## config.mk

```make
export PLATFORM = sky130hd
export DESIGN_NAME = png_idat_payload_extractor_flat
export DESIGN_NICKNAME = d
export VERILOG_FILES = /design/src/pie_pkg.sv /design/src/pie_stream_if.sv /design/src/png_idat_payload_extractor.sv /design/src/flat_wrapper.sv
export SDC_FILE = /design/constraint.sdc
export NUM_CORES = 1
export LEC_CHECK = 0
export BUFFER_PORTS_ARGS = -buffer_cell sky130_fd_sc_hd__clkbuf_2
export CAP_MARGIN = 30
export CORE_MARGIN = 1.5
export CORE_UTILIZATION = 36
export DETAILED_ROUTE_END_ITERATION = 8
export SLEW_MARGIN = 20
export SYNTH_ARGS = -nofsm -noshare
export SYNTH_HDL_FRONTEND = slang
export SYNTH_SLANG_ARGS = --single-unit
```

## constraint.sdc

```tcl
create_clock -name clk_i -period 6.65 [get_ports clk_i]
set_input_delay 0.3325 -clock clk_i [delete_from_list [all_inputs] [get_ports clk_i]]
set_output_delay 0.3325 -clock clk_i [all_outputs]
set_load 0.05 [all_outputs]
```

## src/pie_pkg.sv

```systemverilog
// pie_pkg: types and constants of the png idat payload extractor
// used by pie_stream_if users and the top level; no dependencies
`timescale 1ns / 1ps

package pie_pkg;

  localparam int unsigned ByteW = 8;
  localparam int unsigned WordW = 32;

  localparam logic [WordW-1:0] TYPE_IHDR = 32'h4948_4452;
  localparam logic [WordW-1:0] TYPE_IDAT = 32'h4944_4154;

  // length and type and crc fields around every payload
  localparam logic [WordW-1:0] CHUNK_OVERHEAD = 32'd12;
  localparam logic [WordW-1:0] SIG_LAST_POS   = 32'd7;
  localparam logic [WordW-1:0] IHDR_MIN_LEN   = 32'd10;
  localparam logic [WordW-1:0] IHDR_DEPTH_OFS = 32'd8;
  localparam logic [WordW-1:0] IHDR_COLOR_OFS = 32'd9;
  localparam logic [ByteW-1:0] DEPTH_EIGHT    = 8'd8;
  localparam logic [ByteW-1:0] COLOR_RGBA     = 8'd6;

  typedef enum logic [1:0] {
    FIELD_B0 = 2'd0,
    FIELD_B1 = 2'd1,
    FIELD_B2 = 2'd2,
    FIELD_B3 = 2'd3
  } field_idx_e;

  typedef enum logic [1:0] {
    STATUS_OK         = 2'd0,
    STATUS_BAD_LENGTH = 2'd1,
    STATUS_BAD_HEADER = 2'd2
  } status_e;

  typedef enum logic [5:0] {
    PH_SIG  = 6'b000001,
    PH_LEN  = 6'b000010,
    PH_TYPE = 6'b000100,
    PH_PAY  = 6'b001000,
    PH_CRC  = 6'b010000,
    PH_HALT = 6'b100000
  } phase_e;

  typedef struct packed {
    logic [ByteW-1:0] stream_byte;
    logic             end_of_stream;
  } in_item_t;

  typedef struct packed {
    logic             payload_valid;
    logic [ByteW-1:0] payload_byte;
    logic             stream_done;
    status_e          status;
  } out_item_t;

endpackage

```

## src/pie_stream_if.sv

```systemverilog
// pie_stream_if: valid/ready channel carrying one payload item per transfer
// payload type is a parameter, normally a struct from pie_pkg
`timescale 1ns / 1ps

interface pie_stream_if #(
  parameter type payload_t = logic [7:0]
);

  logic     valid;
  logic     ready;
  payload_t payload;

  modport source (output valid, output payload, input ready);
  modport sink   (input valid, input payload, output ready);

endinterface

```

## src/png_idat_payload_extractor.sv

```systemverilog
// png_idat_payload_extractor: byte-serial png chunk walker passing out idat payload
// depends on pie_pkg and pie_stream_if
`timescale 1ns / 1ps

// One stream byte is taken per clock cycle and its result, if any, appears in the
// output register on the next cycle. All the work per byte, among it the
// position counter update, the chunk length limit compare and the payload counter
// compare, is done in one pass between the channel and the output register. The
// input stalls only while a result sits in the output register and the sink does
// not take it. A result is made for each idat payload byte, for the byte on which
// an error is found and for the byte flagged as end of stream; other bytes are
// consumed silently. Write stream_length before the first byte.
module png_idat_payload_extractor (
  input  logic                     clk_i,
  input  logic                     rst_ni,
  input  logic                     cfg_we_i,
  input  logic [pie_pkg::WordW-1:0] cfg_wdata_i,
  pie_stream_if.sink               in_i,
  pie_stream_if.source             out_o
);

  import pie_pkg::*;

  logic [WordW-1:0] stream_len_q;
  phase_e           phase_q, phase_d;
  field_idx_e       idx_q, idx_d;
  logic [WordW-1:0] pos_q, pos_d;
  logic [WordW-1:0] len_q, len_d;
  logic [WordW-1:0] type_q, type_d;
  logic [WordW-1:0] cnt_q, cnt_d;
  status_e          err_q, err_d;
  logic [WordW-1:0] limit_q, limit_d;
  logic             out_valid_q, out_valid_d;
  out_item_t        out_q, out_d;

  in_item_t         item;
  logic             in_fire;
  logic             emit;
  logic             new_err;
  logic [WordW-1:0] len_new;
  logic [WordW-1:0] type_new;
  logic [WordW-1:0] cnt_new;

  assign item     = in_i.payload;
  assign in_i.ready = !out_valid_q || out_o.ready;
  assign in_fire  = in_i.valid && in_i.ready;

  assign out_o.valid   = out_valid_q;
  assign out_o.payload = out_q;

  always_ff @(posedge clk_i or negedge rst_ni) begin
    if (!rst_ni) begin
      stream_len_q <= '0;
    end else if (cfg_we_i) begin
      stream_len_q <= cfg_wdata_i;
    end
  end

  assign len_new  = {((idx_q == FIELD_B0) ? 24'd0 : len_q[WordW-ByteW-1:0]), item.stream_byte};
  assign type_new = {type_q[WordW-ByteW-1:0], item.stream_byte};
  assign cnt_new  = cnt_q + 32'd1;

  always_comb begin
    phase_d = phase_q;
    idx_d   = idx_q;
    len_d   = len_q;
    type_d  = type_q;
    cnt_d   = cnt_q;
    err_d   = err_q;
    limit_d = limit_q;
    emit    = 1'b0;
    new_err = 1'b0;
    pos_d   = (pos_q == '1) ? pos_q : pos_q + 32'd1;

    case (phase_q)
      PH_SIG: begin
        if (pos_q >= SIG_LAST_POS) begin
          phase_d = PH_LEN;
          idx_d   = FIELD_B0;
        end
      end
      PH_LEN: begin
        if (idx_q == FIELD_B0 &&
            ({1'b0, pos_q} + {1'b0, CHUNK_OVERHEAD}) > {1'b0, stream_len_q}) begin
          // too few bytes left for another chunk: ignore the rest
          phase_d = PH_HALT;
        end else begin
          len_d = len_new;
          if (idx_q == FIELD_B0) begin
            // room left for the payload once this chunk's fields are counted
            limit_d = stream_len_q - pos_q - CHUNK_OVERHEAD;
          end
          if (idx_q == FIELD_B3) begin
            idx_d = FIELD_B0;
            if (len_new > limit_q) begin
              err_d   = STATUS_BAD_LENGTH;
              phase_d = PH_HALT;
              new_err = 1'b1;
            end else begin
              phase_d = PH_TYPE;
            end
          end else begin
            idx_d = field_idx_e'(idx_q + 2'd1);
          end
        end
      end
      PH_TYPE: begin
        type_d = type_new;
        if (idx_q == FIELD_B3) begin
          idx_d = FIELD_B0;
          cnt_d = '0;
          if (type_new == TYPE_IHDR && len_q < IHDR_MIN_LEN) begin
            err_d   = STATUS_BAD_HEADER;
            phase_d = PH_HALT;
            new_err = 1'b1;
          end else if (len_q == '0) begin
            phase_d = PH_CRC;
          end else begin
            phase_d = PH_PAY;
          end
        end else begin
          idx_d = field_idx_e'(idx_q + 2'd1);
        end
      end
      PH_PAY: begin
        emit = (type_q == TYPE_IDAT);
        if (type_q == TYPE_IHDR &&
            ((cnt_q == IHDR_DEPTH_OFS && item.stream_byte != DEPTH_EIGHT) ||
             (cnt_q == IHDR_COLOR_OFS && item.stream_byte != COLOR_RGBA))) begin
          err_d   = STATUS_BAD_HEADER;
          phase_d = PH_HALT;
          new_err = 1'b1;
        end else begin
          cnt_d = cnt_new;
          if (cnt_new >= len_q) begin
            phase_d = PH_CRC;
            idx_d   = FIELD_B0;
          end
        end
      end
      PH_CRC: begin
        if (idx_q == FIELD_B3) begin
          idx_d   = FIELD_B0;
          phase_d = PH_LEN;
        end else begin
          idx_d = field_idx_e'(idx_q + 2'd1);
        end
      end
      default: begin
      end
    endcase

    out_d.payload_valid = emit;
    out_d.payload_byte  = emit ? item.stream_byte : '0;
    out_d.stream_done   = item.end_of_stream;
    out_d.status        = err_d;

    // end of stream puts the parser back to its reset state
    if (item.end_of_stream) begin
      phase_d = PH_SIG;
      idx_d   = FIELD_B0;
      pos_d   = '0;
      len_d   = '0;
      type_d  = '0;
      cnt_d   = '0;
      err_d   = STATUS_OK;
    end

    if (in_fire) begin
      out_valid_d = emit || new_err || item.end_of_stream;
    end else begin
      out_valid_d = out_valid_q && !out_o.ready;
    end
  end

  always_ff @(posedge clk_i or negedge rst_ni) begin
    if (!rst_ni) begin
      phase_q     <= PH_SIG;
      idx_q       <= FIELD_B0;
      pos_q       <= '0;
      len_q       <= '0;
      type_q      <= '0;
      cnt_q       <= '0;
      err_q       <= STATUS_OK;
      out_valid_q <= 1'b0;
    end else begin
      out_valid_q <= out_valid_d;
      if (in_fire) begin
        phase_q <= phase_d;
        idx_q   <= idx_d;
        pos_q   <= pos_d;
        len_q   <= len_d;
        type_q  <= type_d;
        cnt_q   <= cnt_d;
        err_q   <= err_d;
      end
    end
  end

  always_ff @(posedge clk_i) begin
    if (in_fire) begin
      limit_q <= limit_d;
      out_q   <= out_d;
    end
  end

  a_eos_result: assert property (@(posedge clk_i) disable iff (!rst_ni)
    in_fire && item.end_of_stream |=> out_valid_q && out_q.stream_done)
    else $error("end of stream transfer gave no done result");

  a_eos_clears: assert property (@(posedge clk_i) disable iff (!rst_ni)
    in_fire && item.end_of_stream |=> phase_q == PH_SIG && pos_q == '0 && err_q == STATUS_OK)
    else $error("parser not cleared after end of stream");

  a_err_halts: assert property (@(posedge clk_i) disable iff (!rst_ni)
    err_q != STATUS_OK |-> phase_q == PH_HALT)
    else $error("error flagged while parsing continues");

  a_payload_ok: assert property (@(posedge clk_i) disable iff (!rst_ni)
    out_valid_q && out_q.payload_valid |-> out_q.status == STATUS_OK)
    else $error("payload byte passed out after an error");

  a_stall_hold: assert property (@(posedge clk_i) disable iff (!rst_ni)
    out_valid_q && !out_o.ready |=> out_valid_q && $stable(out_q) && $stable(pos_q))
    else $error("result or parser state changed during output stall");

endmodule
```

## src/flat_wrapper.sv

```systemverilog
// flat-port wrapper written by rule: the top's interface ports become plain ports
module png_idat_payload_extractor_flat import pie_pkg::*;
  (clk_i, rst_ni, cfg_we_i, cfg_wdata_i, in_i_valid, in_i_payload, in_i_ready, out_o_valid, out_o_payload, out_o_ready);
  pie_stream_if in_i_i ();
  pie_stream_if out_o_i ();
  input  logic clk_i;
  input  logic rst_ni;
  input  logic cfg_we_i;
  input  logic [pie_pkg::WordW-1:0] cfg_wdata_i;
  input wire logic [$bits(in_i_i.valid)-1:0] in_i_valid;
  input wire logic [$bits(in_i_i.payload)-1:0] in_i_payload;
  output wire logic [$bits(in_i_i.ready)-1:0] in_i_ready;
  output wire logic [$bits(out_o_i.valid)-1:0] out_o_valid;
  output wire logic [$bits(out_o_i.payload)-1:0] out_o_payload;
  input wire logic [$bits(out_o_i.ready)-1:0] out_o_ready;
  assign in_i_i.valid = in_i_valid;
  assign in_i_i.payload = in_i_payload;
  assign in_i_ready = in_i_i.ready;
  assign out_o_valid = out_o_i.valid;
  assign out_o_payload = out_o_i.payload;
  assign out_o_i.ready = out_o_ready;
  png_idat_payload_extractor u_core (.clk_i(clk_i), .rst_ni(rst_ni), .cfg_we_i(cfg_we_i), .cfg_wdata_i(cfg_wdata_i), .in_i(in_i_i), .out_o(out_o_i));
endmodule
```

==> out/results.ini, run 1 <==
[finish]
final_nets = 1826
antenna_cells = 0
fin_util_pct = 41.3
drive_gt1_share_pct = 8.30
fin_area_mm2 = 0.0159
area_growth_syn_to_layout_pct = 13.6

[route]
routed_wl_um = 37400
postRouteAntennaNets = 0
drt-initial-drc-count = 594
avgViaCountPerCell = 5.30
drtPass1Iterations = 5
wire_per_inst_um = 17.3
drc = 0
num_vias = 11400

[logic_synthesis]
ys_top_cells_by_count = inv_1, dfrtp_1, ha_1, nand2_1, nor2_1
synth_area_leaders = dfrtp_1, ha_1, edfxtp_1, inv_1, xnor2_1
synthesis.instances = 1556
async_reset_ff_share_pct = 80.3
synth-edff-count = 40
yosys_warnings = 0
synth_ff_type = dfrtp_1
yosysTopAreaCell = dfrtp_1
synth_top_cell_area_share_pct = 29.0
avgSynthCellArea_um2 = 8.99
ys_ff_latch = 203
synth_most_common_cell = inv_1
syn_area_mm2 = 0.0140
yosysUniqueCellTypes = 71
ys_seq_area_share_pct = 37.8
synthesis.nets = 1760

[global_route]
grt_start_max_net_pins = 92
overflow = 0
antenna_found_initial = 0
gr-usage-all-layers_pct = 19.3
first_global_vias = 11200
grt_first_pass_wirelength_um = 60500

[setup_path]
crit_type = reg2reg
required_ns = 6.86
critPathCaptureType = flip-flop
worstSetupStartpointType = flip-flop
critPathMaxFanout = 32
crit_arrival_ns = 5.33
reg2reg_slack_ns = 1.54

[cts]
htreeDepth = 1
path_clk_slew_ns = 0.06
cts-buffers-inserted = 25
post_cts_resized = 0
cts_tree = done
clk_latency_ns = 0.55
ctsLongestPathBuffers = 3
cts_sinks = 203
cts_setup_buffers = 0
root_buffer = clkbuf_16

[power_and_ir_drop]
powerDensity_mw_per_mm2 = 223
pwr-share-comb_pct = 22.8
peakVddDrop_uv = 200
pwr-share-seq_pct = 40.9
power_leakage_nw = 7.32
internal_power_mw = 2.42
clockPowerShare_pct = 36.3
switching_share_pct = 31.5
switchingPower_mw = 1.11

[timing]
slew_headroom_pct = 35.5
finalSetupViolCount = 0
tns_ns = 0
hold_ws_ns = 0.0134
min_period_ns = 5.11
max_freq_mhz = 196
slew_viol_final = 0
fin_worst_skew_ns = 0.0134
hold_violations = 0
tightest_slew_ns = 0.959
period_share_pct = 76.9
rsz0062_at_grt = false

[floorplanning]
die_x_um = 200
die_area_mm2 = 0.0400
initial_utilization_pct = 36.3
coreArea_mm2 = 0.0385
die_y_um = 200
rows = 72
ios = 55

[hold_path]
hp-class = in2reg

[placed_design]
dp_hpwl_um = 28300
place.gp.congestion = 0.874
place.port_buffers = 54
place_area_mm2 = 0.0148

[status]
status = completed

[flow_run]
maxCapViolations = 0

power by group through the flow:
| stage | combinational, mW | clock (mW) | sequential [mW] |
|---|---|---|---|
| floorplan | 0.543 | 0 | 1.45 |
| global placement | 0.759 | 0 | 1.46 |
| detailed placement | 0.777 | 0 | 1.47 |
| CTS | 0.795 | 1.31 | 1.44 |
| global route | 0.897 | 1.37 | 1.46 |
| finish | 0.807 | 1.28 | 1.45 |
registers in the layout, indices dropped and copies added, names as in the netlist, 6 cells and up:
register              count
u_core.pos_q             32
u_core.cnt_q             32
u_core.len_q             28
u_core.stream_len_q      32
u_core.limit_q           32
u_core.type_q            28
u_core.phase_q            6
u_core.out_o.payload      8
cell type report:
class	count	area, um2
fillers	3819	22600
multi-input cells	1127	7870
flip-flops and latches	203	5280
clock buffers	37	702
repair buffers	96	692
well taps	518	648
inverters	169	634
clock inverters	7	56.3
critical path: stages, from the launching register on:
cell and delay [ns]:
dfrtp_1 0.49, inv_1 0.14, ha_1 0.29, nor4_1 0.85, nand2_1 0.15, xnor2_1 0.17
ha_1 0.30, nand4_1 0.16, nor3_1 0.08, a222oi_1 0.33, or3b_2 0.53, o2111ai_1 0.34
nand2_1 0.19, nor2_1 0.20, and3_1 0.18, buf_4 0.35
metal layers:
layer	up-vias	wire, um	GRT usage [%]
li1	5627	-	-
met1	5471	18000	27.0
met2	269	16400	30.5
met3	72	1790	2.81
met4	0	1190	6.27
met5	-	0	0
cells by family after synthesis:
kind of cell    after synthesis  synth area share [%]
mux                           6                 0.573
fa+ha+maj                   159                  14.3
flops                       203                  37.8
xor+xnor                    116                  7.27
simple gates                513                  18.4
compound gates              333                  15.5
buf+inv                     226                  6.17
metrics by stage:
stage | worst slack (ns) | total power, mW | instances
after global routing | 1.24 | 3.72 | 2157
final | 1.54 | 3.54 | 2157
after global placement | 1.83 | 2.22 | 2083
after floorplan | 1.54 | 2.00 | 1556
after detailed placement | 1.64 | 2.24 | 2085
after CTS | 1.59 | 3.55 | 2156
timing repair:
action / 4_1_cts / 5_1_grt
hold endpoints to repair: 116 / 0
hold buffers: 27 / 0
endpoints found under the setup margin: 0 / 0
final timing paths:
kind,from,end,cells past startpoint
hold reg to reg,u_core.err_q[1],u_core.err_q[1],2
min in group asynchronous,rst_ni,u_core.type_q[25],2
setup reg to reg,u_core.pos_q[2],u_core.limit_q[10],15
max in group asynchronous,rst_ni,u_core.phase_q[0],4
setup / recovery,u_core.pos_q[2],u_core.limit_q[10],15
hold / removal,cfg_wdata_i[13],u_core.stream_len_q[13],3
layout by cell type, fill, tap and decap left out, drive strengths merged, types with 27 or more instances in the layout:
cell type    count
ha             158
edfxtp          40
nor2           118
xnor2           67
a22o            57
nand3           53
nor3            28
o21ai          112
a21oi           63
a21o            28
nand4           38
xor2            49
nand2          153
clkbuf          90
dfrtp          162
inv            171
dlygate4sd3     27
nor4            31
No activity file was read; power rests on OpenSTA's default activity.
==> run 2: changes to the inputs <==
clock period = 4.85 ns   (was 6.65 ns; I/O delays follow)
==> run 2 against run 1 <==
- global-route usage increased by 0.15 points
- wire length increased by 1.8%
- non-clock buffer count increased by 29
- clock-buffer cell count decreased by 2
- setup slack got worse by 1.2 ns
- power increased by 44%
- final cell count increased by 1.5%
- flip-flop and latch count unchanged
- hold slack improved by 0.021 ns
- first-iteration DRC count increased by 35%
- fmax increased by 13%
- clock power increased by 55%
==> out/results.ini, run 2 (synthesis results as in run 1) <==
[route]
postRouteAntennaNets = 0
drt-initial-drc-count = 804
drc = 0
wire_per_inst_um = 17.4
num_vias = 11600
drtPass1Iterations = 5
avgViaCountPerCell = 5.29
routed_wl_um = 38100

[cts]
cts_tree = done
root_buffer = clkbuf_16
cts_sinks = 203
htreeDepth = 1
path_clk_slew_ns = 0.06
clk_latency_ns = 0.56
cts-buffers-inserted = 26
ctsLongestPathBuffers = 3

[finish]
multi_input_area_mm2 = 0.00789
final_cell_mix = inv_1, dfrtp_1, ha_1, nand2_1, nor2_1
drive_gt1_share_pct = 10.2
area_growth_syn_to_layout_pct = 16.5
final_cells = 2190
final_nets = 1856
fin_util_pct = 42.3
antenna_cells = 0
final_common_cell = inv_1
n_fill_cell = 3821
regArea_mm2 = 0.00528

[global_route]
first_global_vias = 11200
antenna_found_initial = 0
grt_start_max_net_pins = 102
grt_first_pass_wirelength_um = 61100
gr-usage-all-layers_pct = 19.4
overflow = 0

[floorplanning]
ios = 55
die_x_um = 200
die_area_mm2 = 0.0400
coreArea_mm2 = 0.0385
initial_utilization_pct = 36.3
rows = 72
die_y_um = 200

[setup_path]
worstSetupStartpointType = flip-flop
critPathMaxFanout = 18
rr_startpoint = u_core.pos_q[2]
required_ns = 5.29
crit_buf_inv = 2
crit_start = u_core.pos_q[2]
cp_slowest_cell = o21ai_0
crit_type = reg2reg
cp_cell_sequence = o21ai_0, nor4_2, buf_4, xor2_1, ha_1, nand4_1, or4_1, or3_1, o2111ai_1, nand2_1, nor2_1, o21ai_2, buf_8, a22o_1
critPathCaptureType = flip-flop
crit_arrival_ns = 4.97
max_stage_delay_ns = 0.74
critical-path-top-delay-family = simple AND/OR/NAND/NOR gates

[placed_design]
pre_cts_slack_ns = 0.271
dp_hpwl_um = 28500
place.port_buffers = 54
place.gp.congestion = 0.934
place_inst = 2103

[timing]
period_share_pct = 93.5
tns_ns = 0
fin_worst_skew_ns = 0.0132
final.setup.worst_slack_ns = 0.317
finalSetupViolCount = 0
min_period_ns = 4.53
slew_headroom_pct = 39.7
slew_viol_final = 0
tightest_slew_ns = 0.894
hold_violations = 0
max_freq_mhz = 221

[power_and_ir_drop]
power_leakage_nw = 7.52
peakVddDrop_uv = 236
powerDensity_mw_per_mm2 = 312

[status]
status = completed

[hold_path]
min_from = in_i_payload[4]
hp-class = in2reg

[flow_run]
maxCapViolations = 0

==> run 2: final timing paths <==
check                           cells after the start  slack (ns)                end
max in group asynchronous                           4        3.54   u_core.pos_q[17]
worst max-delay path                               14        0.32    u_core.len_q[3]
min in group asynchronous                           2        0.11  u_core.type_q[14]
worst max register to register                     14        0.32    u_core.len_q[3]
worst min-delay path                                2        0.03   u_core.type_q[3]
worst min register to register                      1        0.50  u_core.type_q[30]
==> run 2: cell type report <==
cell class | count | area share (%)
multi-input combinational | 1127 | 48.4
sequential | 203 | 32.4
timing repair buffer | 125 | 5.85
clock buffer | 35 | 4.39
tap | 518 | 3.98
inverter | 169 | 3.90
clock inverter | 13 | 1.01
==> run 2: stage by stage <==
stage / area (um2) / power [mW] / hold WS [ns]
2_1_floorplan: 14000 / 2.74 / -0.0531
3_3_place_gp: 14900 / 3.06 / 0.429
3_5_place_dp: 15000 / 3.08 / 0.432
4_1_cts: 16200 / 5.12 / 0.0110
5_1_grt: 16300 / 5.33 / 0.0508
6_report: 16300 / 5.07 / 0.0345
==> run 2: timing repair <==
action	in CTS	in global routing
buffers inserted	0	1
resized for setup	0	6
setup endpoints to repair	0	50
hold endpoints to repair	132	0
hold buffers	36	0
==> run 2: layer usage <==
layer	wire (um)	vias to the layer above	global-route usage [%]
met5	0	-	0
met1	18100	5539	27.4
met2	17000	307	30.7
met4	937	0	5.63
li1	-	5680	-
met3	1980	60	2.89
==> run 2: worst register-to-register path, delay by kind of cell (launching register included) <==
family	cells	cell delay, ns
DFF	1	0.45
buffers and inverters	2	0.45
adders and majority gates	1	0.27
and+or+nand+nor	6	1.78
xor gates and xnor gates	1	0.14
AOI/OAI and AO/OA	4	1.34
==> run 2: power breakdown <==
part           total [mW]  leakage (nW)  internal (mW)  switching [mW]
Clock                1.99         0.427           1.20           0.790
Combinational        1.10          4.51          0.431           0.674
Sequential           1.98          2.57           1.90          0.0860
Total                5.07          7.52           3.52            1.55
